File: config.mk
export PLATFORM = sky130hd
export DESIGN_NAME = lsra_datapath
export DESIGN_NICKNAME = d
export VERILOG_FILES = /design/src/rtl/lsra_pkg.sv /design/src/rtl/lsra_datapath.sv
export SDC_FILE = /design/constraint.sdc
export NUM_CORES = 2
export LEC_CHECK = 0
export BUFFER_PORTS_ARGS = -buffer_cell sky130_fd_sc_hd__buf_2
export CELL_PAD_IN_SITES_DETAIL_PLACEMENT = 0
export CELL_PAD_IN_SITES_GLOBAL_PLACEMENT = 2
export CORE_ASPECT_RATIO = 1.25
export CORE_MARGIN = 5
export CORE_UTILIZATION = 46
export CTS_CLUSTER_SIZE = 24
export DETAILED_ROUTE_END_ITERATION = 16
export GPL_TIMING_DRIVEN = 0
export PLACE_DENSITY_LB_ADDON = 0.15
export SLEW_MARGIN = 10
export SYNTH_ARGS = -nofsm -noshare
export SYNTH_HDL_FRONTEND = slang
export SYNTH_SLANG_ARGS = --single-unit
File: constraint.sdc
create_clock -name i_clk -period 50.4 [get_ports i_clk]
set_input_delay 10.08 -clock i_clk [delete_from_list [all_inputs] [get_ports i_clk]]
set_output_delay 10.08 -clock i_clk [all_outputs]
set_load 0.02 [all_outputs]
File: src/rtl/lsra_pkg.sv
`timescale 1ns / 1ps
package lsra_pkg;
    localparam int MaxRegs = 16;
    localparam int SlotW = $clog2(MaxRegs);
    localparam int CntW = $clog2(MaxRegs + 1);

    localparam logic [0:0] REG_NUM_REGS = 1'b0;

    typedef struct packed {
        logic        first_of_run;
        logic [15:0] interval_id;
        logic [15:0] start_line;
        logic [15:0] end_line;
    } t_in;

    typedef struct packed {
        logic [3:0]  assigned_reg;
        logic        self_spilled;
        logic        victim_valid;
        logic [15:0] victim_id;
    } t_out;

    typedef struct packed {
        logic clear;   // first-of-run clear, issued instead of expiry
        logic expire;
        logic search;  // victim search / alloc
        logic commit;
    } t_cmd;

    typedef struct packed {
        logic done;
    } t_sts;
endpackage

File: src/rtl/lsra_datapath.sv
`timescale 1ns / 1ps
module lsra_datapath (
    input  logic              i_clk,
    input  logic              i_rst_n,
    input  logic              i_load,
    input  lsra_pkg::t_in     i_item,
    input  logic [4:0]        i_num_regs,
    input  lsra_pkg::t_cmd    i_cmd,
    output lsra_pkg::t_out    o_result
);
    localparam int N = lsra_pkg::MaxRegs;
    localparam int SW = lsra_pkg::SlotW;
    localparam int CW = lsra_pkg::CntW;

    lsra_pkg::t_in r_item;
    logic [N-1:0]  r_valid, n_valid;
    logic [15:0]   r_id [N];
    logic [15:0]   r_start [N];
    logic [15:0]   r_end [N];
    logic [3:0]    r_reg [N];
    logic [15:0]   r_age [N];
    logic [N-1:0]  r_free, n_free;
    logic [15:0]   r_cnt;
    logic [CW-1:0] r_k;
    // search results
    logic          r_tgt_ok;
    logic [SW-1:0] r_tgt;
    logic [3:0]    r_reg_sel;
    logic          r_self, r_vict;
    logic [15:0]   r_vid;
    lsra_pkg::t_out r_out;

    // expiry (combinational over independent slots)
    logic [N-1:0]  exp_mask;
    logic [N-1:0]  free_add;
    always_comb begin
        free_add = '0;
        for (int i = 0; i < N; i++) begin
            exp_mask[i] = r_valid[i] && (r_end[i] <= r_item.start_line);
            if (exp_mask[i]) free_add[r_reg[i][SW-1:0]] = 1'b1;
        end
    end

    // active count
    logic [CW-1:0] active;
    always_comb begin
        active = '0;
        for (int i = 0; i < N; i++) active = active + CW'(r_valid[i]);
    end

    // lowest free register below k, lowest empty slot
    logic          fr_found, em_found;
    logic [SW-1:0] fr_idx, em_idx;
    always_comb begin
        fr_found = 1'b0; fr_idx = '0; em_found = 1'b0; em_idx = '0;
        for (int i = N - 1; i >= 0; i--) begin
            if (r_free[i] && (CW'(i) < r_k)) begin
                fr_found = 1'b1; fr_idx = SW'(i);
            end
            if (!r_valid[i]) begin
                em_found = 1'b1; em_idx = SW'(i);
            end
        end
    end

    // victim search: balanced tournament over the slots. On a full tie the
    // higher slot wins; the best active then has to beat the new interval
    // on end or lifetime, since the new interval is the most recent.
    logic [15:0]        t_end  [2*N];
    logic signed [16:0] t_life [2*N];
    logic [16:0]        t_rec  [2*N];
    logic               t_ok   [2*N];
    logic [SW-1:0]      t_idx  [2*N];
    logic signed [16:0] new_life;
    logic               bany;
    logic [SW-1:0]      bidx;
    always_comb begin
        logic hi_wins;
        t_ok[0] = 1'b0; t_end[0] = '0; t_life[0] = '0; t_rec[0] = '0; t_idx[0] = '0;
        for (int i = 0; i < N; i++) begin
            t_ok[N+i] = r_valid[i];
            t_end[N+i] = r_end[i];
            t_life[N+i] = $signed({1'b0, r_end[i]}) - $signed({1'b0, r_start[i]});
            t_rec[N+i] = {1'b0, r_cnt - r_age[i]} + 17'd1;
            t_idx[N+i] = SW'(i);
        end
        for (int j = N - 1; j >= 1; j--) begin
            hi_wins = t_ok[2*j+1] && (!t_ok[2*j] ||
                      (t_end[2*j+1] > t_end[2*j]) ||
                      (t_end[2*j+1] == t_end[2*j] && t_life[2*j+1] < t_life[2*j]) ||
                      (t_end[2*j+1] == t_end[2*j] && t_life[2*j+1] == t_life[2*j] &&
                       t_rec[2*j+1] <= t_rec[2*j]));
            t_ok[j] = t_ok[2*j] || t_ok[2*j+1];
            t_end[j] = hi_wins ? t_end[2*j+1] : t_end[2*j];
            t_life[j] = hi_wins ? t_life[2*j+1] : t_life[2*j];
            t_rec[j] = hi_wins ? t_rec[2*j+1] : t_rec[2*j];
            t_idx[j] = hi_wins ? t_idx[2*j+1] : t_idx[2*j];
        end
        new_life = $signed({1'b0, r_item.end_line}) - $signed({1'b0, r_item.start_line});
        bany = t_ok[1] && ((t_end[1] > r_item.end_line) ||
               (t_end[1] == r_item.end_line && t_life[1] < new_life));
        bidx = t_idx[1];
    end

    always_comb begin
        n_valid = r_valid;
        n_free = r_free;
        if (i_cmd.clear) begin
            n_valid = '0; n_free = '1;
        end else if (i_cmd.expire) begin
            n_valid = r_valid & ~exp_mask;
            n_free = r_free | free_add;
        end else if (i_cmd.commit && r_tgt_ok) begin
            n_valid[r_tgt] = 1'b1;
            if (!r_vict) n_free[r_reg_sel[SW-1:0]] = 1'b0;
        end
    end

    always_ff @(posedge i_clk) begin
        if (!i_rst_n) begin
            r_valid <= '0;
            r_free <= '1;
            r_cnt <= '0;
            r_tgt_ok <= 1'b0;
        end else begin
            r_valid <= n_valid;
            r_free <= n_free;
            if (i_cmd.clear) r_cnt <= '0;
            else if (i_cmd.commit && r_tgt_ok) r_cnt <= r_cnt + 16'd1;
            if (i_cmd.search) begin
                r_tgt_ok <= 1'b0;
                if (active < r_k) begin
                    r_tgt_ok <= fr_found && em_found;
                end else begin
                    r_tgt_ok <= bany;
                end
            end
        end
    end

    always_ff @(posedge i_clk) begin
        if (i_load) begin
            r_item <= i_item;
            if (i_num_regs == 5'd0) r_k <= CW'(1);
            else if (32'(i_num_regs) > N) r_k <= CW'(N);
            else r_k <= CW'(i_num_regs);
        end
        if (i_cmd.search) begin
            if (active < r_k) begin
                r_tgt <= em_idx;
                r_reg_sel <= 4'(fr_idx);
                r_self <= !(fr_found && em_found);
                r_vict <= 1'b0;
                r_vid <= '0;
            end else begin
                r_tgt <= bidx;
                r_reg_sel <= r_reg[bidx];
                r_self <= !bany;
                r_vict <= bany;
                r_vid <= bany ? r_id[bidx] : 16'd0;
            end
        end
        if (i_cmd.commit) begin
            if (r_tgt_ok) begin
                r_id[r_tgt] <= r_item.interval_id;
                r_start[r_tgt] <= r_item.start_line;
                r_end[r_tgt] <= r_item.end_line;
                r_reg[r_tgt] <= r_reg_sel;
                r_age[r_tgt] <= r_cnt;
            end
            r_out.assigned_reg <= r_self ? 4'd0 : r_reg_sel;
            r_out.self_spilled <= r_self;
            r_out.victim_valid <= r_vict;
            r_out.victim_id <= r_vid;
        end
    end

    assign o_result = r_out;

    assert property (@(posedge i_clk) disable iff (!i_rst_n)
        i_cmd.commit && r_tgt_ok && !r_vict |-> !r_valid[r_tgt])
        else $error("commit into occupied slot");
    assert property (@(posedge i_clk) disable iff (!i_rst_n)
        i_cmd.clear |=> (r_valid == '0) && (r_cnt == '0))
        else $error("clear did not empty state");
    assert property (@(posedge i_clk) disable iff (!i_rst_n)
        i_cmd.commit && r_self |-> !r_vict)
        else $error("self spill with victim");
    assert property (@(posedge i_clk) disable iff (!i_rst_n)
        $countones(i_cmd) <= 1)
        else $error("multiple commands");
endmodule

Word level (Yosys, flattened, before mapping)

Memory sizes are Yosys's and may differ from the RTL's. A register that Yosys moved wholly into a read port is not among the register bits.
Index checks and enable logic that the tools add are counted.

Register bits after elaboration: 134
Memory bits (writable): 1088
Output and inout port bits: 22
Memories kept: 5

$add $sub $neg: 65
Order comparisons: 117
Equality and inequality tests: 32
Mux-type cells: 188
Bitwise operators: 23
Reduce and logical (&&, ||, !) cells: 198

Memories:

| memory  | words | width | rd ports | clocked after memory_dff | wr ports | line                | RTL |
|---|---|---|---|---|---|---|---|
| r_age   | 16    | 16    | 16       | 0                        | 1        | lsra_datapath.sv:21 | `logic [15:0] r_age [N];` |
| r_end   | 16    | 16    | 16       | 0                        | 1        | lsra_datapath.sv:19 | `logic [15:0] r_end [N];` |
| r_id    | 16    | 16    | 1        | 1                        | 1        | lsra_datapath.sv:17 | `logic [15:0] r_id [N];` |
| r_start | 16    | 16    | 16       | 0                        | 1        | lsra_datapath.sv:18 | `logic [15:0] r_start [N];` |
| r_reg   | 16    | 4     | 17       | 0                        | 1        | lsra_datapath.sv:20 | `logic [3:0] r_reg [N];` |

Operators with widths:

| kind                  | count |
|---|---|
| $mux 16               | 36 |
| $mux 17               | 29 |
| $sub 16x16->17        | 17 |
| $add 16x1->17 const B | 16 |
| $lt 17x17->1          | 16 |
| $or 16x16->16         | 17 |
| $eq 16x16->1          | 16 |
| $gt 16x16->1          | 16 |
| $le 16x16->1          | 16 |
| $sub 16x16->16        | 16 |
| $eq 17x17->1          | 15 |
| $le 17x17->1          | 15 |
| $mux 4                | 35 |
| $logic_and 1x1->1     | 114 |
| $lt 4x5->1 const B    | 18 |
| $demux 1 s4           | 18 |
| $ge 4x1->1 const B    | 18 |
| $mux 1                | 63 |
| $logic_or 1x1->1      | 61 |
| $add 5x1->5           | 11 |
| $lt 4x5->1 const A    | 8 |
| $and 16x16->16        | 2 |
| $not 16->16           | 2 |
| $lt 3x5->1 const A    | 4 |
| 19 further kinds      | 44 |

Logic depth before layout (Yosys ltp)

An unclocked memory read counts as a cell.

Word-level depth: 38
Gate-level depth with buffers: 91

Worst setup path after synthesis

Ideal clock, no wire load.

Path kind: reg2reg
From: register r_cnt[1]
To: register r_vid[0] (read register of r_id) (data pin)
Library setup time: 143 ps
Arrival time: 17633 ps
Data required time: 50257 ps
Setup slack: 32625 ps
Cell stages (with the launch flop): 80
Cells stage by stage: dfxtp_1 -> inv_1 -> fa_1 -> nor2b_1 -> o21ai_0 -> a21boi_0 -> o21ai_0 -> a21boi_0 -> o21a_1 -> or3_1 -> nand4_1 -> nor4_1 -> and3_1 -> and3_1 -> xnor2_1 -> ha_1 -> a21o_1 -> a21o_1 -> [44 not listed] -> ha_1 -> a21o_1 -> a21o_1 -> a21o_1 -> a21oi_1 -> nor2b_1 -> o21ai_0 -> nand2b_1 -> a21oi_1 -> o21ai_0 -> a2111oi_0 -> o41ai_1 -> nand2_1 -> a41oi_2 -> or3_1 -> buf_4 -> buf_6 -> o2bb2ai_2

Word-level cells in the longest chain between the ends: 31
Elaborated cells on any way between the ends: 215
Classes of those cells: add/sub: 32; order compare: 31; eq/ne: 15; mux: 59; bitwise: 1; reduce/logical: 77

Ends and longest elaborated chain:

| element                                             | line                                     | RTL |
|---|---|---|
| from (decl)                                         | lsra_datapath.sv:23                      | `logic [15:0] r_cnt;` |
| from (signal assigned)                              | lsra_datapath.sv:129                     | `else if (i_cmd.commit && r_tgt_ok) r_cnt <= r_cnt + 16'd1;` |
| $sub 16x16->16                                      | lsra_datapath.sv:84                      | `t_rec[N+i] = {1'b0, r_cnt - r_age[i]} + 17'd1;` |
| $add 16x1->17                                       | lsra_datapath.sv:84                      |  |
| $le 17x17->1                                        | lsra_datapath.sv:92                      | `t_rec[2*j+1] <= t_rec[2*j]));` |
| $logic_and 1x1->1                                   | lsra_datapath.sv:91                      | `(t_end[2*j+1] == t_end[2*j] && t_life[2*j+1] == t_life[2*j] &&` |
| $logic_or 1x1->1                                    | lsra_datapath.sv:90                      | `(t_end[2*j+1] == t_end[2*j] && t_life[2*j+1] < t_life[2*j]) \|\|` |
| $logic_and 1x1->1                                   | lsra_datapath.sv:88                      | `hi_wins = t_ok[2*j+1] && (!t_ok[2*j] \|\|` |
| $mux 17 / $mux 16 (equally long branches)           | lsra_datapath.sv:95, lsra_datapath.sv:94 |  |
| $lt 17x17->1 (tied with other cells)                | lsra_datapath.sv:90                      |  |
| [15 not listed]                                     | -                                        |  |
| $logic_and 1x1->1                                   | lsra_datapath.sv:88                      |  |
| $mux 17 / $mux 16 (equally long branches)           | lsra_datapath.sv:95, lsra_datapath.sv:94 |  |
| $lt 17x17->1 / $eq 16x16->1 (equally long branches) | lsra_datapath.sv:101                     | `(t_end[1] == r_item.end_line && t_life[1] < new_life));` |
| $logic_and 1x1->1                                   | lsra_datapath.sv:101                     |  |
| $logic_or 1x1->1                                    | lsra_datapath.sv:100                     | `bany = t_ok[1] && ((t_end[1] > r_item.end_line) \|\|` |
| $logic_and 1x1->1                                   | lsra_datapath.sv:100                     |  |
| $not 1->1 (no line)                                 | -                                        |  |
| $reduce_or 2->1 (no line)                           | -                                        |  |
| to (decl)                                           | lsra_datapath.sv:30                      | `logic [15:0] r_vid;` |

Several ways; a longest one is shown, not always the timed one.
A chain may end at the register's enable or synchronous reset.

Worst setup path after layout

From: register r_cnt[1]
To: register r_vid[15] (read register of r_id) (data pin)

The elaborated chain is that of the path after synthesis.

==> impl_metrics.toml <==
[sta]
finalMaxSlewViolations = 0
fin_ws_ns = 23.27
clock.fmax_mhz = 36.9
post-route-period-util_pct = 53.8
setup_viol = 0
hold_violations = 0
worst_pin_slew_ns = 1.39
finClkSkew_ns = 0.0896
finalSetupTns_ns = 0
worst_hold_slack_ns = 0.428
period_minus_slack_ns = 27.13
slew_headroom_pct = 5.10
rsz0062_at_grt = "no"

[synthesis]
yosysTopAreaCellShare_pct = 34.2
syn_area_mm2 = 0.105
synth_largest_area_cell = "edfxtp_1"
synth-edff-count = 1189
async_reset_ff_share_pct = 0
synthTopCellsByArea = "edfxtp_1 (34%), ha_1 (19%), mux2i_1 (4.8%)"
syn_area_per_cell_um2 = 9.66
synthFlopType = "edfxtp_1"
synth_fp_nets = 12500
synth-seq-area-share_pct = 35.1
synth.distinct_cells = 111
yosysWarnings = 0
syn_inst = 10821
ys_seq_elements = 1238

[cells_and_area]
final_common_cell = "ha_1"
syn_to_final_growth_pct = 12.1
nets = 12908
drive_gt1_share_pct = 7.14
final_cell_mix = "ha_1 (1,575), inv_1 (1,255), edfxtp_1 (1,189)"
final_util_pct = 51.9

[drt]
avgViaCountPerCell = 6.04
wl_per_cell_um = 28.8
drt-total-wl_um = 412000
drt_iter0_drc = 6725
postRouteAntennaNets = 0
drc = 0
dr.pass1.iters = 6
num_vias = 86409

[clocking]
root_buffer = "clkbuf_16"
clk_path_buf_depth = 4
ctsResizeCount = 0
insertion_delay_ns = 0.87
postCtsSetupBuffers = 0
cts.sinks = 1238
cts.htree.levels = 4
cts_buffers = 149
cts_tree = "done"
cts.clk_slew.worst_paths_ns = 0.06
cts_hold_buf = 0

[die]
num_rows = 195
die_w_um = 436
dieArea_mm2 = 0.237
ioPinCount = 83
chipHeight_um = 543
core_mm2 = 0.226
start_util_pct = 46.3

[global_routing]
grt_pass1_wl_um = 583000
grt-ovfl-total = 0
grt_pass1_vias = 85373
grt_max_degree = 49
grt_antenna_before_repair = 32
gr-usage-all-layers_pct = 33.7

[worst_setup_path]
cpPeakStageDelay_ns = 0.97
critPathRequiredTime_ns = 51.05
arrival_ns = 27.78
critPathLaunchType = "flop"
worstPathMaxFanout = 21
setup.worst_path.end_class = "flop"
crit_path_frequent_cell = "a21oi_1"
critPathSlowestCell = "nor3_2"
criticalPathCategory = "reg2reg"

[placement]
dp_hpwl_um = 335000
pre_cts_slack_ns = 24.03
globalplace.congestion = 0.969
numPortBuffers = 80

[power_and_ir_drop]
total_power_w = 0.00253
peakVddDrop_mv = 0.0288
p_leak_nw = 52.1
power_density_mw_per_mm2 = 21.6

[min_path]
min_path_type = "reg2reg"

[job]
cap_violations = 0

[run_status]
status = "completed"
-- worst max-delay path: cells and delay by family (launching register included) --
| kind | cells | cell delay, ns |
|---|---|---|
| XOR/XNOR | 1 | 0.16 |
| multiplexers | 1 | 0.42 |
| buffers and inverters | 18 | 9.36 |
| AO/OA/AOI/OAI | 33 | 8.66 |
| AND/OR/NAND/NOR | 23 | 5.35 |
| adder cells (fa/ha/maj) | 6 | 2.04 |
| flip-flops | 1 | 0.80 |
-- per-layer routing --
layer	vias up	routed length [um]	track usage (%)
li1	40573	-	-
met1	42251	169000	41.2
met2	2731	191000	56.9
met3	850	21200	4.09
met4	4	30800	20.8
met5	-	30	0
-- cell usage after synthesis, types with 26 or more instances --
cell type / n
inv_1: 1272
nor2b_1: 180
mux2i_1: 503
fa_1: 43
o21ai_0: 577
o31ai_1: 43
nand4_1: 227
o2111ai_1: 33
or3_1: 69
o21bai_1: 53
o211ai_1: 60
or2_2: 35
a21boi_0: 78
edfxtp_1: 1189
and4_1: 39
nand2b_1: 126
xnor2_1: 354
dfxtp_1: 49
a2111oi_0: 34
a31oi_1: 44
clkbuf_1: 140
nor3b_1: 33
o22ai_1: 65
a211oi_1: 66
nand3_1: 234
ha_1: 1575
a21o_1: 309
xor2_1: 225
nor2_1: 752
nand2_1: 542
nor3_1: 198
a21oi_1: 710
o41ai_1: 27
o21a_1: 212
or4_1: 29
and3_1: 87
nor4_1: 60
and2_1: 35
buf_2: 26
mux2_2: 106
-- cells by family after synthesis --
kind of cell,after synthesis,synth area share [%]
xor gates and xnor gates,579,4.85
adders and majority gates,1619,19.7
DFF,1238,35.1
AOI/OAI and AO/OA,2566,15.8
muxes,611,5.98
and+or+nand+nor,2723,13.1
buffers and inverters,1485,5.53
-- power breakdown --
| group | leakage, nW | internal, W | switching, W |
|---|---|---|---|
| clock network | 2.37 | 0.000645 | 0.000466 |
| logic | 38.5 | 0.0000971 | 0.000165 |
| registers | 11.2 | 0.00114 | 0.0000210 |
-- area by class of cell --
class	count	area [um^2]
tap	2955	3700
timing repair buffer	257	3770
antenna	10	25.0
sequential	1238	36700
clock inverter	87	980
fill	20601	109000
buffer	212	1010
multi-input combinational	8098	62300
inverter	1273	4780
clock buffer	171	3890
-- path summary, 6_finish.rpt --
kind / from / to / slack [ns] / cells after the start
worst max register to register: r_cnt[1]$_SDFFE_PP0P_ / r_vid[15]$_SDFFCE_PP0P_ / 23.27 / 82
worst max-delay path: r_cnt[1]$_SDFFE_PP0P_ / r_vid[15]$_SDFFCE_PP0P_ / 23.27 / 82
worst min-delay path: r_vid[6]$_SDFFCE_PP0P_ / o_result[6]$_DFFE_PP_ / 0.43 / 0
worst min register to register: r_vid[6]$_SDFFCE_PP0P_ / o_result[6]$_DFFE_PP_ / 0.43 / 0
-- stage by stage --
step | instances | instance area (um^2)
after floorplan | 10821 | 105000
after global placement | 13856 | 109000
after detailed placement | 14033 | 112000
after CTS | 14291 | 117000
after global routing | 14292 | 117000
final | 14301 | 117000
(Power assumes the default switching activity.)
