**config.mk**
```make
export PLATFORM = sky130hd
export DESIGN_NAME = lsra_ctrl
export DESIGN_NICKNAME = d
export VERILOG_FILES = /design/src/rtl/lsra_pkg.sv /design/src/rtl/lsra_ctrl.sv
export SDC_FILE = /design/constraint.sdc
export NUM_CORES = 1
export LEC_CHECK = 0
export BUFFER_PORTS_ARGS = -buffer_cell sky130_fd_sc_hd__buf_2
export CAP_MARGIN = 5
export CORE_AREA = 2 2 39 41
export CTS_CLUSTER_SIZE = 25
export DETAILED_ROUTE_END_ITERATION = 8
export DIE_AREA = 0 0 41 43
export SKIP_CTS_REPAIR_TIMING = 1
export SLEW_MARGIN = 0
export SYNTH_ARGS = -nofsm -noshare
export SYNTH_HDL_FRONTEND = slang
export SYNTH_SLANG_ARGS = --single-unit
export TNS_END_PERCENT = 5
```
**constraint.sdc**
```tcl
create_clock -name i_clk -period 2.7 [get_ports i_clk]
set_clock_uncertainty 0.05 [all_clocks]
set_input_delay 0.54 -clock i_clk [delete_from_list [all_inputs] [get_ports i_clk]]
set_output_delay 0.54 -clock i_clk [all_outputs]
set_load 0.005 [all_outputs]
```
**src/rtl/lsra_pkg.sv**
```systemverilog
`timescale 1ns / 1ps
package lsra_pkg;
    localparam int MaxRegs = 16;
    localparam int SlotW = $clog2(MaxRegs);
    localparam int CntW = $clog2(MaxRegs + 1);

    localparam logic [0:0] REG_NUM_REGS = 1'b0;

    typedef struct packed {
        logic        first_of_run;
        logic [15:0] interval_id;
        logic [15:0] start_line;
        logic [15:0] end_line;
    } t_in;

    typedef struct packed {
        logic [3:0]  assigned_reg;
        logic        self_spilled;
        logic        victim_valid;
        logic [15:0] victim_id;
    } t_out;

    typedef struct packed {
        logic clear;   // first-of-run clear, issued instead of expiry
        logic expire;
        logic search;  // victim search / alloc
        logic commit;
    } t_cmd;

    typedef struct packed {
        logic done;
    } t_sts;
endpackage

```
**src/rtl/lsra_ctrl.sv**
```systemverilog
`timescale 1ns / 1ps
module lsra_ctrl (
    input  logic           i_clk,
    input  logic           i_rst_n,
    input  logic           i_valid,
    input  logic           i_first,
    output logic           o_stall,
    output logic           o_load,
    output lsra_pkg::t_cmd o_cmd,
    output logic           o_valid,
    input  logic           i_stall
);
    localparam logic [2:0] S_IDLE = 3'd0;
    localparam logic [2:0] S_EXP  = 3'd1;
    localparam logic [2:0] S_SRCH = 3'd2;
    localparam logic [2:0] S_COMM = 3'd3;

    logic [2:0] r_state, n_state;
    logic       r_first;
    logic       r_ovalid, n_ovalid;

    // hold off new work until the current transaction has committed
    assign o_stall = (r_state != S_IDLE);
    assign o_load = i_valid && !o_stall;
    assign o_valid = r_ovalid;

    always_comb begin
        n_state = r_state;
        o_cmd = '0;
        n_ovalid = r_ovalid && i_stall;
        unique case (r_state)
            S_IDLE: if (o_load) n_state = S_EXP;
            S_EXP: begin
                if (r_first) o_cmd.clear = 1'b1;
                else o_cmd.expire = 1'b1;
                // after clear nothing can expire, so go straight on
                n_state = S_SRCH;
            end
            S_SRCH: begin
                o_cmd.search = 1'b1;
                n_state = S_COMM;
            end
            S_COMM: begin
                if (!n_ovalid) begin
                    o_cmd.commit = 1'b1;
                    n_ovalid = 1'b1;
                    n_state = S_IDLE;
                end
            end
            default: n_state = S_IDLE;
        endcase
    end

    always_ff @(posedge i_clk) begin
        if (!i_rst_n) begin
            r_state <= S_IDLE;
            r_ovalid <= 1'b0;
            r_first <= 1'b0;
        end else begin
            r_state <= n_state;
            r_ovalid <= n_ovalid;
            if (o_load) r_first <= i_first;
        end
    end

    assert property (@(posedge i_clk) disable iff (!i_rst_n)
        o_cmd.commit |=> r_ovalid)
        else $error("commit without result");
    assert property (@(posedge i_clk) disable iff (!i_rst_n)
        o_load |=> r_state == S_EXP)
        else $error("load did not start");
    assert property (@(posedge i_clk) disable iff (!i_rst_n)
        o_cmd.search |=> r_state == S_COMM)
        else $error("search sequence broken");
endmodule

```
Word level (Yosys, flattened, before mapping)
Cells that the tools add are included.
{"block": "word_totals", "elab_cells": 24, "input_bits": 5, "out_inout_bits": 7, "regBits": 5}
{"block": "classes", "eq_ne": 5, "n_mux": 10, "n_reduce_logical": 6}
{"operator": "3-bit case mux with 4 select lines", "count": 1}
{"operator": "3-bit by 2-bit == test with 1-bit output (second input constant)", "count": 2}
{"operator": "1-bit 2-to-1 mux", "count": 6}
{"operator": "3-bit 2-to-1 mux", "count": 2}
{"operator": "2-bit inequality test (second input constant)", "count": 2}
{"operator": "3-bit by 1-bit == test with 1-bit output (second input constant)", "count": 1}
{"operator": "3-bit logical NOT", "count": 1}
{"operator": "3-bit nonzero test", "count": 1}
{"operator": "1-bit logical AND", "count": 2}
{"operator": "2-bit 2-to-1 mux", "count": 1}
{"operator": "2-bit AND reduction", "count": 1}
{"operator": "1-bit logical NOT", "count": 1}

Longest topological paths before layout
Gate-level depths: netlist of run 1.
{"block": "logic_depth", "ltp_word": 5, "ltp_mapped": 5, "ltp_nobuf": 5}

Worst setup path after synthesis of run 1
OpenSTA, ideal clock, no wires.
{"block": "synth_path", "kind": "reg-to-output", "startpoint": "register r_state[0]", "endpoint": "output port o_load", "path_stages_with_launch": 4, "t_required_ns": 2.110, "path_buffers": 0, "arrival_ns": 0.829, "path_slack_ns": 1.281, "path_cell_list": "dfxtp_1 -> inv_1 -> ha_1 -> and2_2"}
{"block": "synth_via", "elab_chain_len": 3}
{"item": "from (decl)", "line_no": "lsra_ctrl.sv:18", "text": "logic [2:0] r_state, n_state;"}
{"item": "from (signal assigned)", "line_no": "lsra_ctrl.sv:60", "text": "r_state <= n_state;"}
{"item": "3-bit nonzero test", "line_no": "lsra_ctrl.sv:23", "text": "assign o_stall = (r_state != S_IDLE);"}
{"item": "1-bit logical NOT", "line_no": "lsra_ctrl.sv:24", "text": "assign o_load = i_valid && !o_stall;"}
{"item": "1-bit logical AND", "line_no": "lsra_ctrl.sv:24"}
{"item": "to (decl)", "line_no": "lsra_ctrl.sv:8", "text": "output logic o_load,"}
Every way passes these cells.

Worst setup path in the final report of run 1
Ends and elaborated chain as after synthesis.

==> results of run 1 <==
## critical path: cells and delay by family, from the launching register on
family,cells,cell delay (ps)
flops,1,400
fa+ha+maj,1,230
buf+inv,2,210
simple gates,1,190
## metrics by stage
stage	total power, mW	worst slack, ps	util, %	hold slack (ps)
6_report	0.319	849	26.1	470
5_1_grt	0.361	748	26.1	518
4_1_cts	0.328	833	26.1	475
3_5_place_dp	0.250	1090	24.5	469
3_3_place_gp	0.247	1110	24.5	463
2_1_floorplan	0.194	1280	-	433
## Yosys cell counts
| library cell | instances | area [um2] |
|---|---|---|
| a21boi_0 | 1 | 7.51 |
| a21oi_1 | 1 | 5.00 |
| and2_1 | 1 | 6.26 |
| and2_2 | 1 | 7.51 |
| dfxtp_1 | 4 | 80.1 |
| ha_1 | 5 | 62.6 |
| inv_1 | 4 | 15.0 |
| mux2i_1 | 3 | 30.0 |
| nand2_1 | 3 | 11.3 |
| nand3_1 | 1 | 5.00 |
| nor2b_1 | 3 | 18.8 |
| o211ai_1 | 1 | 7.51 |
| o21a_1 | 1 | 7.51 |
## cell families after synthesis
family,after synthesis,synth area share [%]
and+or+nand+nor,9,18.5
adders and majority gates,5,23.7
AOI/OAI and AO/OA,4,10.4
buffers and inverters,4,5.69
DFF,4,30.3
muxes,3,11.4
## sequential cells by signal (all words and copies together), names as in the netlist
register and cells:
r_state 2, r_first 1, o_valid 1
## worst max-delay path by stage
stage | startpoint | to | slack [ps] | cells after the start
6_report | r_state[0] | o_load | 850 | 4
5_1_grt | r_state[1] | o_load | 750 | 4
4_1_cts | r_state[0] | o_load | 830 | 4
3_5_place_dp | r_state[0] | o_load | 1090 | 4
3_3_place_gp | r_state[0] | o_load | 1110 | 4
2_1_floorplan | r_state[0] | o_load | 1280 | 3
## cell type report
| class | instances | area share, % |
|---|---|---|
| repair buffers | 11 | 15.2 |
| clock buffers | 3 | 6.23 |
| well taps | 16 | 5.54 |
| flip-flops and latches | 4 | 22.1 |
| inverters | 4 | 4.15 |
| multi-input cells | 21 | 46.7 |
## metal layers
metal,wire length (um),vias to the layer above
li1,-,123
met1,224,99
met2,179,11
met3,63,0
met4,0,0
met5,0,-
## layout by cell type, fill, tap and decap left out
master / synthesis / routed
clkbuf_4: 0 / 3
nor2b_1: 3 / 3
dfxtp_1: 4 / 4
o211ai_1: 1 / 1
nand3_1: 1 / 1
nand2_1: 3 / 3
o21a_1: 1 / 1
a21boi_0: 1 / 1
inv_1: 4 / 4
a21oi_1: 1 / 1
buf_2: 0 / 11
ha_1: 5 / 5
and2_1: 1 / 1
and2_2: 1 / 1
mux2i_1: 3 / 3
## power groups by stage
stage                     logic, mW  clock network [mW]  registers, mW
after floorplan              0.0986                   0         0.0956
after CTS                     0.149              0.0784          0.100
final                         0.146              0.0742         0.0997
after global placement        0.147                   0          0.100
after global routing          0.174              0.0831          0.104
after detailed placement      0.149                   0          0.101
==> results.sh, run 1 <==
export IMPL_met2_usage_pct=8.44
export IMPL_worst_pin_slew_ps=179
export IMPL_num_antenna_cells=0
export IMPL_dieWidth_um=41
export IMPL_grt_first_pass_wirelength_um=800
export IMPL_met1_usage_pct=8.39
export IMPL_cts_buffer_depth=2
export IMPL_slowest_stage="dfxtp_1"
export IMPL_grt_pass1_vias=216
export IMPL_layout_min_cycle_time_ps=1850
export IMPL_holdPathStages=2
export IMPL_die_area_mm2=0.00176
export IMPL_internal_power_uw=205
export IMPL_worstPathArrival_ps=1260
export IMPL_cap_viol_max_count=0
export IMPL_dp_cells=56
export IMPL_drive_above_1_share_pct=34.9
export IMPL_post_route_period_util_pct=68.6
export IMPL_initial_core_util_pct=19.1
export IMPL_fin_area_um2=362
export IMPL_postSynthAreaPerCell_um2=9.10
export IMPL_fin_tns_setup_ps=0
export IMPL_combinationalPowerShare_pct=45.6
export IMPL_grt_overflow=0
export IMPL_ys_warnings_count=0
export IMPL_drt_wl_total_um=468
export IMPL_rrSetupSlack_ps=1430
export IMPL_max_vdd_ir_drop_mv=0.230
export IMPL_crit_fanout=5
export IMPL_relSlewSlack_pct=88.0
export IMPL_pin_count=12
export IMPL_p_per_area_mw_per_mm2=884
export IMPL_avgViaCountPerCell=3.95
export IMPL_grtUsageMet3_pct=7.85
export IMPL_core_mm2=0.00138
export IMPL_ff2ff_path_depth=5
export IMPL_cp_slowest_stage_delay_ps=400
export IMPL_multiInputGateArea_um2=169
export IMPL_syn_nets=39
export IMPL_r2r_start="r_state[0]"
export IMPL_nFillCells=158
export IMPL_antenna_found_initial=0
export IMPL_placed_area_um2=339
export IMPL_path_class="flop to primary output"
export IMPL_cts_sinks=4
export IMPL_clk_latency_ps=230
export IMPL_slew_viol_final=0
export IMPL_dr_first_iter_drc_count=5
export IMPL_fp_row_count=14
export IMPL_p_clk_share_pct=23.2
export IMPL_ant_nets=0
export IMPL_rsz0062_at_grt="false"
export IMPL_setup_violations=0
export IMPL_seqPwrFrac_pct=31.2
export IMPL_die_h_um=43
export IMPL_min_to="r_state[1]"
export IMPL_seq_area_frac_synth_pct=30.3
export IMPL_hold_class="flop to flop"
export IMPL_p_sw_uw=115
export IMPL_area_growth_pct=37.0
export IMPL_cts_root_buf="clkbuf_4"
export IMPL_grt_max_degree=7
export IMPL_dp_hpwl_um=386
export IMPL_critPathLaunchType="flop"
export IMPL_final_cells=59
export IMPL_grt_usage_pct=7.14
export IMPL_drt_wirelength_per_cell_um=7.93
export IMPL_via_count=233
export IMPL_cts_max_level=1
export IMPL_r2r_end="r_state[0]"
export IMPL_switching_share_pct=35.9
export IMPL_fmax_ghz=0.540
export IMPL_gp_routability_congestion=0.693
export IMPL_postSynthCellCount=29
export IMPL_hold_viol_final=0
export IMPL_synth_seq_cells=4
export IMPL_cts_buffers=3
export IMPL_p_leak_nw=0.192
export IMPL_gr_max_usage_layer="met2"
export IMPL_drc=0
export IMPL_cp_end_kind="primary output"
export IMPL_clk_pin_slew_ps=40
export IMPL_syn_area_um2=264
export IMPL_nNetsFinal=55
export IMPL_ff_latch_area_um2=80.1
export IMPL_min_delay_start="r_state[1]"
export IMPL_io_buffers=11
export IMPL_cts_tree="built"
export IMPL_worstPathRequired_ps=2110
export IMPL_ys_types=13
export IMPL_crit_chain="inv_1 > ha_1 > and2_2 > buf_2"
export IMPL_status="completed"
export IMPL_dr_pass1_iters=5
Note: power is estimated with default switching activity, not from simulation.
==> run 2: changes to the inputs <==
==> constraint.sdc (replaced) <==
create_clock -name i_clk -period 1.9 [get_ports i_clk]
set_clock_uncertainty 0.05 [all_clocks]
set_input_delay 0.38 -clock i_clk [delete_from_list [all_inputs] [get_ports i_clk]]
set_output_delay 0.38 -clock i_clk [all_outputs]
set_load 0.005 [all_outputs]
==> results.sh, run 2 (synthesis results as in run 1) <==
export IMPL_slowest_stage="dfxtp_1"
export IMPL_layout_min_cycle_time_ps=1670
export IMPL_top_register="r_state"
export IMPL_grt_max_degree=7
export IMPL_initial_core_util_pct=19.1
export IMPL_area_growth_pct=37.0
export IMPL_crit_buf_inv=2
export IMPL_p_per_area_mw_per_mm2=1250
export IMPL_switching_share_pct=35.7
export IMPL_final_core_util_pct=26.1
export IMPL_seqPwrFrac_pct=31.4
export IMPL_drive_above_1_share_pct=34.9
export IMPL_crit_chain="inv_1 > ha_1 > and2_2 > buf_2"
export IMPL_relSlewSlack_pct=88.0
export IMPL_largest_reg_flops=2
export IMPL_power_total_uw=452
export IMPL_ant_nets=0
export IMPL_hold_class="input pin to flop"
export IMPL_fp_row_count=14
export IMPL_internal_power_uw=290
export IMPL_p_sw_uw=161
export IMPL_cp_slowest_stage_delay_ps=390
export IMPL_num_antenna_cells=0
export IMPL_cts_root_buf="clkbuf_4"
export IMPL_drt_wl_total_um=455
export IMPL_path_class="flop to primary output"
export IMPL_grt_usage_pct=6.21
export IMPL_pin_count=12
export IMPL_cts_buffers=3
export IMPL_hold_slack_ps=354
export IMPL_dieWidth_um=41
export IMPL_clk_latency_ps=240
export IMPL_drt_wirelength_per_cell_um=7.71
export IMPL_io_buffers=11
export IMPL_drc=0
export IMPL_crit_family="flip-flops"
export IMPL_via_count=234
export IMPL_worstPathArrival_ps=1240
export IMPL_worstPathRequired_ps=1470
export IMPL_p_clk_share_pct=23.4
export IMPL_status="completed"
export IMPL_dr_first_iter_drc_count=4
export IMPL_slew_viol_final=0
export IMPL_clk_pin_slew_ps=40
export IMPL_cts_max_level=1
export IMPL_cts_sinks=4
export IMPL_cts_buffer_depth=2
export IMPL_worst_pin_slew_ps=180
export IMPL_cap_viol_max_count=0
export IMPL_grt_overflow=0
export IMPL_die_h_um=43
export IMPL_hold_viol_final=0
export IMPL_grt_first_pass_wirelength_um=600
export IMPL_crit_fanout=5
export IMPL_combinationalPowerShare_pct=45.3
export IMPL_max_vdd_ir_drop_mv=0.524
export IMPL_gp_routability_congestion=0.698
export IMPL_post_route_period_util_pct=87.8
export IMPL_setup_violations=0
export IMPL_critPathLaunchType="flop"
export IMPL_antenna_found_initial=0
export IMPL_fmax_ghz=0.600
export IMPL_avgViaCountPerCell=3.97
export IMPL_core_mm2=0.00138
export IMPL_cts_tree="built"
export IMPL_layout_commonest_cell="buf_2"
export IMPL_p_leak_nw=0.192
export IMPL_cp_end_kind="primary output"
export IMPL_layout_common_cells="11 x buf_2, 5 x ha_1, 4 x inv_1, 4 x dfxtp_1"
export IMPL_dr_pass1_iters=3
export IMPL_die_area_mm2=0.00176
export IMPL_grt_pass1_vias=162
export IMPL_nNetsFinal=55
export IMPL_rsz0062_at_grt="false"
export IMPL_fin_tns_setup_ps=0
[run 2: cell counts in the layout (fill, tap and decap cells not counted)]
Identical to the previous run, type by type.
[run 2: layout make-up]
type / instances / area, um2
inverters: 4 / 15.0
flip-flops and latches: 4 / 80.1
clock buffers: 3 / 22.5
multi-input cells: 21 / 169
repair buffers: 11 / 55.1
fillers: 163 / 1020
well taps: 16 / 20.0
[run 2: power by group through the flow]
stage          Sequential, mW  Combinational, mW  Clock, mW
4_1_cts                 0.142              0.210      0.113
3_5_place_dp            0.143              0.209          0
5_1_grt                 0.146              0.233      0.122
3_3_place_gp            0.140              0.210          0
2_1_floorplan           0.136              0.140          0
6_report                0.142              0.205      0.105
[run 2: worst reg2reg max path: cells and delay by family (launching register included)]
kind            cells  cell delay (ps)
fa+ha+maj           1              220
compound gates      1              180
buf+inv             2              150
flops               1              390
mux                 1              200
[run 2: stage by stage]
stage | instance area, um2 | instances | setup slack (ps)
2_1_floorplan | 264 | 29 | 641
3_3_place_gp | 339 | 56 | 490
3_5_place_dp | 339 | 56 | 465
4_1_cts | 362 | 59 | 209
5_1_grt | 362 | 59 | 145
6_report | 362 | 59 | 233
[run 2: final timing paths]
check / startpoint / endpoint / slack, ps / cells past startpoint
worst max register to register: r_state[0] / r_state[0] / 630 / 5
worst min register to register: r_state[1] / r_state[1] / 470 / 2
worst max-delay path: r_state[0] / o_load / 230 / 4
worst min-delay path: i_first / r_first / 350 / 3
[run 2: per-layer routing]
metal / global-route usage (%) / share of wire [%]
met3: 7.85 / 13
met5: 0 / 0
met2: 6.25 / 36
met1: 5.75 / 49
met4: 6.00 / 1.8
==> run 3: changes to the inputs <==
--- a/config.mk
+++ b/config.mk
@@ -5,6 +5,7 @@
 export SDC_FILE = /design/constraint.sdc
 export NUM_CORES = 1
 export LEC_CHECK = 0
+export ABC_AREA = 1
 export BUFFER_PORTS_ARGS = -buffer_cell sky130_fd_sc_hd__buf_2
 export CAP_MARGIN = 5
 export CORE_AREA = 2 2 39 41
==> results.sh, run 3 <==
export IMPL_slew_viol_final=0
export IMPL_yosys_area_share_simple_pct=31.5
export IMPL_wl_met2_um=246
export IMPL_dieWidth_um=41
export IMPL_postSynthAreaPerCell_um2=7.12
export IMPL_synth_ff_type="dfxtp_1"
export IMPL_hold_class="input pin to flop"
export IMPL_fin_tns_setup_ps=0
export IMPL_synth_top_family_by_area="simple AND/OR/NAND/NOR gates"
export IMPL_wl_met3_um=73
export IMPL_max_vdd_ir_drop_mv=0.401
export IMPL_status="completed"
export IMPL_cap_viol_max_count=0
export IMPL_cts_buffer_depth=2
export IMPL_via_count=260
export IMPL_worst_pin_slew_ps=158
export IMPL_p_per_area_mw_per_mm2=1350
export IMPL_layout_common_cells="11 x buf_2, 8 x nand2_1, 7 x inv_1"
export IMPL_setup_ws_ps=227
export IMPL_grt_first_pass_wirelength_um=745
export IMPL_postSynthCellCount=39
export IMPL_cts_tree="built"
export IMPL_pre_cts_slack_ps=476
export IMPL_grt_pass1_vias=199
export IMPL_grt_max_degree=5
export IMPL_post_synth_top_count_cell="nand2_1"
export IMPL_synth_compound_area_share_pct=6.31
export IMPL_ys_warnings_count=0
export IMPL_r2r_end="r_state[0]"
export IMPL_synth_seq_cells=4
export IMPL_cp_end_kind="primary output"
export IMPL_synth_top_area_share_pct=28.8
export IMPL_ant_nets=0
export IMPL_grt_usage_pct=7.02
export IMPL_synthMuxAreaShare_pct=0
export IMPL_p_leak_nw=0.217
export IMPL_top_register="r_state"
export IMPL_nNetsFinal=65
export IMPL_path_class="flop to primary output"
export IMPL_setup_violations=0
export IMPL_ys_types=12
export IMPL_syn_area_um2=278
export IMPL_drc=0
export IMPL_ff2ff_path_depth=6
export IMPL_die_h_um=43
export IMPL_layout_commonest_cell="buf_2"
export IMPL_drt_wirelength_per_cell_um=7.71
export IMPL_multiInputGateArea_um2=168
export IMPL_r2r_start="r_state[0]"
export IMPL_async_flop_share_pct=0
export IMPL_cts_sinks=4
export IMPL_synth_fa_ha_area_share_pct=22.5
export IMPL_holdPathStages=3
export IMPL_io_buffers=11
export IMPL_fp_row_count=14
export IMPL_fmax_ghz=0.598
export IMPL_highest_layer="met3"
export IMPL_antenna_found_initial=0
export IMPL_gp_routability_congestion=0.774
export IMPL_area_growth_pct=35.1
export IMPL_core_mm2=0.00138
export IMPL_syn_nets=49
export IMPL_dp_hpwl_um=444
export IMPL_drive_above_1_share_pct=35.8
export IMPL_cts_max_level=1
export IMPL_largest_reg_flops=2
export IMPL_dr_first_iter_drc_count=0
export IMPL_synth_edf_count=0
export IMPL_dr_pass1_iters=1
export IMPL_worstPathRequired_ps=1470
export IMPL_synth_xor_area_share_pct=0
export IMPL_cts_buffers=3
export IMPL_crit_fanout=4
export IMPL_layout_min_cycle_time_ps=1670
export IMPL_synth_area_leader_cell="dfxtp_1"
export IMPL_hold_viol_final=0
export IMPL_num_antenna_cells=0
export IMPL_die_area_mm2=0.00176
export IMPL_rsz0062_at_grt="false"
export IMPL_rrSetupSlack_ps=670
export IMPL_min_to="r_first"
export IMPL_nFillCells=157
export IMPL_ff_latch_area_um2=80.1
export IMPL_seq_area_frac_synth_pct=28.8
export IMPL_drt_wl_total_um=532
export IMPL_pin_count=12
export IMPL_ys_top_cells_by_count="8 x nand2_1, 7 x inv_1, 6 x nor2_1"
export IMPL_min_delay_start="i_first"
export IMPL_relSlewSlack_pct=89.4
export IMPL_met1Wirelength_um=212
export IMPL_cts_root_buf="clkbuf_4"
export IMPL_avgViaCountPerCell=3.77
export IMPL_clk_latency_ps=240
export IMPL_critPathLaunchType="flop"
export IMPL_initial_core_util_pct=20.1
export IMPL_worstPathArrival_ps=1240
export IMPL_grt_overflow=0
export IMPL_post_route_period_util_pct=88.1
export IMPL_synthTopCellsByArea="dfxtp_1 29%, ha_1 23%, nand2_1 11%, inv_1 9.5%, nor2_1 8.1%"
export IMPL_clk_pin_slew_ps=40
==> run 3: final cells by class <==
type / instances / share of cell area [%]
repair buffers: 11 / 14.7
well taps: 16 / 5.33
inverters: 8 / 8.00
multi-input cells: 27 / 44.7
flip-flops and latches: 4 / 21.3
clock buffers: 3 / 6.00
==> run 3: cell families after synthesis <==
logic type                 Yosys count
buffers and inverters                8
AOI/OAI and AO/OA                    3
adders and majority gates            5
and+or+nand+nor                     19
DFF                                  4
==> run 3: metrics by stage <==
stage          hold WS (ps)  util [%]  instance area, um2  cells  total power [mW]
2_1_floorplan           425         -                 278     39             0.320
3_3_place_gp            445      25.5                 353     66             0.402
3_5_place_dp            457      25.5                 353     66             0.404
5_1_grt                 352      27.1                 375     69             0.562
6_report                338      27.1                 375     69             0.506
4_1_cts                 335      27.1                 375     69             0.518
==> run 3: power by group <==
part	leakage [nW]	switching [mW]	internal, mW	total, mW
clock	0.0138	0.0368	0.0708	0.108
combinational	0.170	0.142	0.113	0.254
sequential	0.0330	0.0298	0.114	0.144
==> run 3: worst max-delay path by stage <==
stage          startpoint  endpoint
6_report       r_state[0]    o_load
5_1_grt        r_state[0]    o_load
4_1_cts        r_state[0]    o_load
3_3_place_gp   r_state[0]    o_load
2_1_floorplan  r_state[0]    o_load
3_5_place_dp   r_state[0]    o_load
==> run 3: metal layers <==
layer / up-vias / track usage, %
li1: 142 / -
met1: 109 / 6.73
met2: 9 / 8.75
met3: 0 / 9.42
met4: 0 / 2.00
met5: - / 0
==> run 3: worst max-delay path, stage by stage, from the launching register on <==
cell	delay, ps
dfxtp_1	380
inv_1	100
ha_1	240
nand2_1	90
clkinv_1	70
buf_2	130
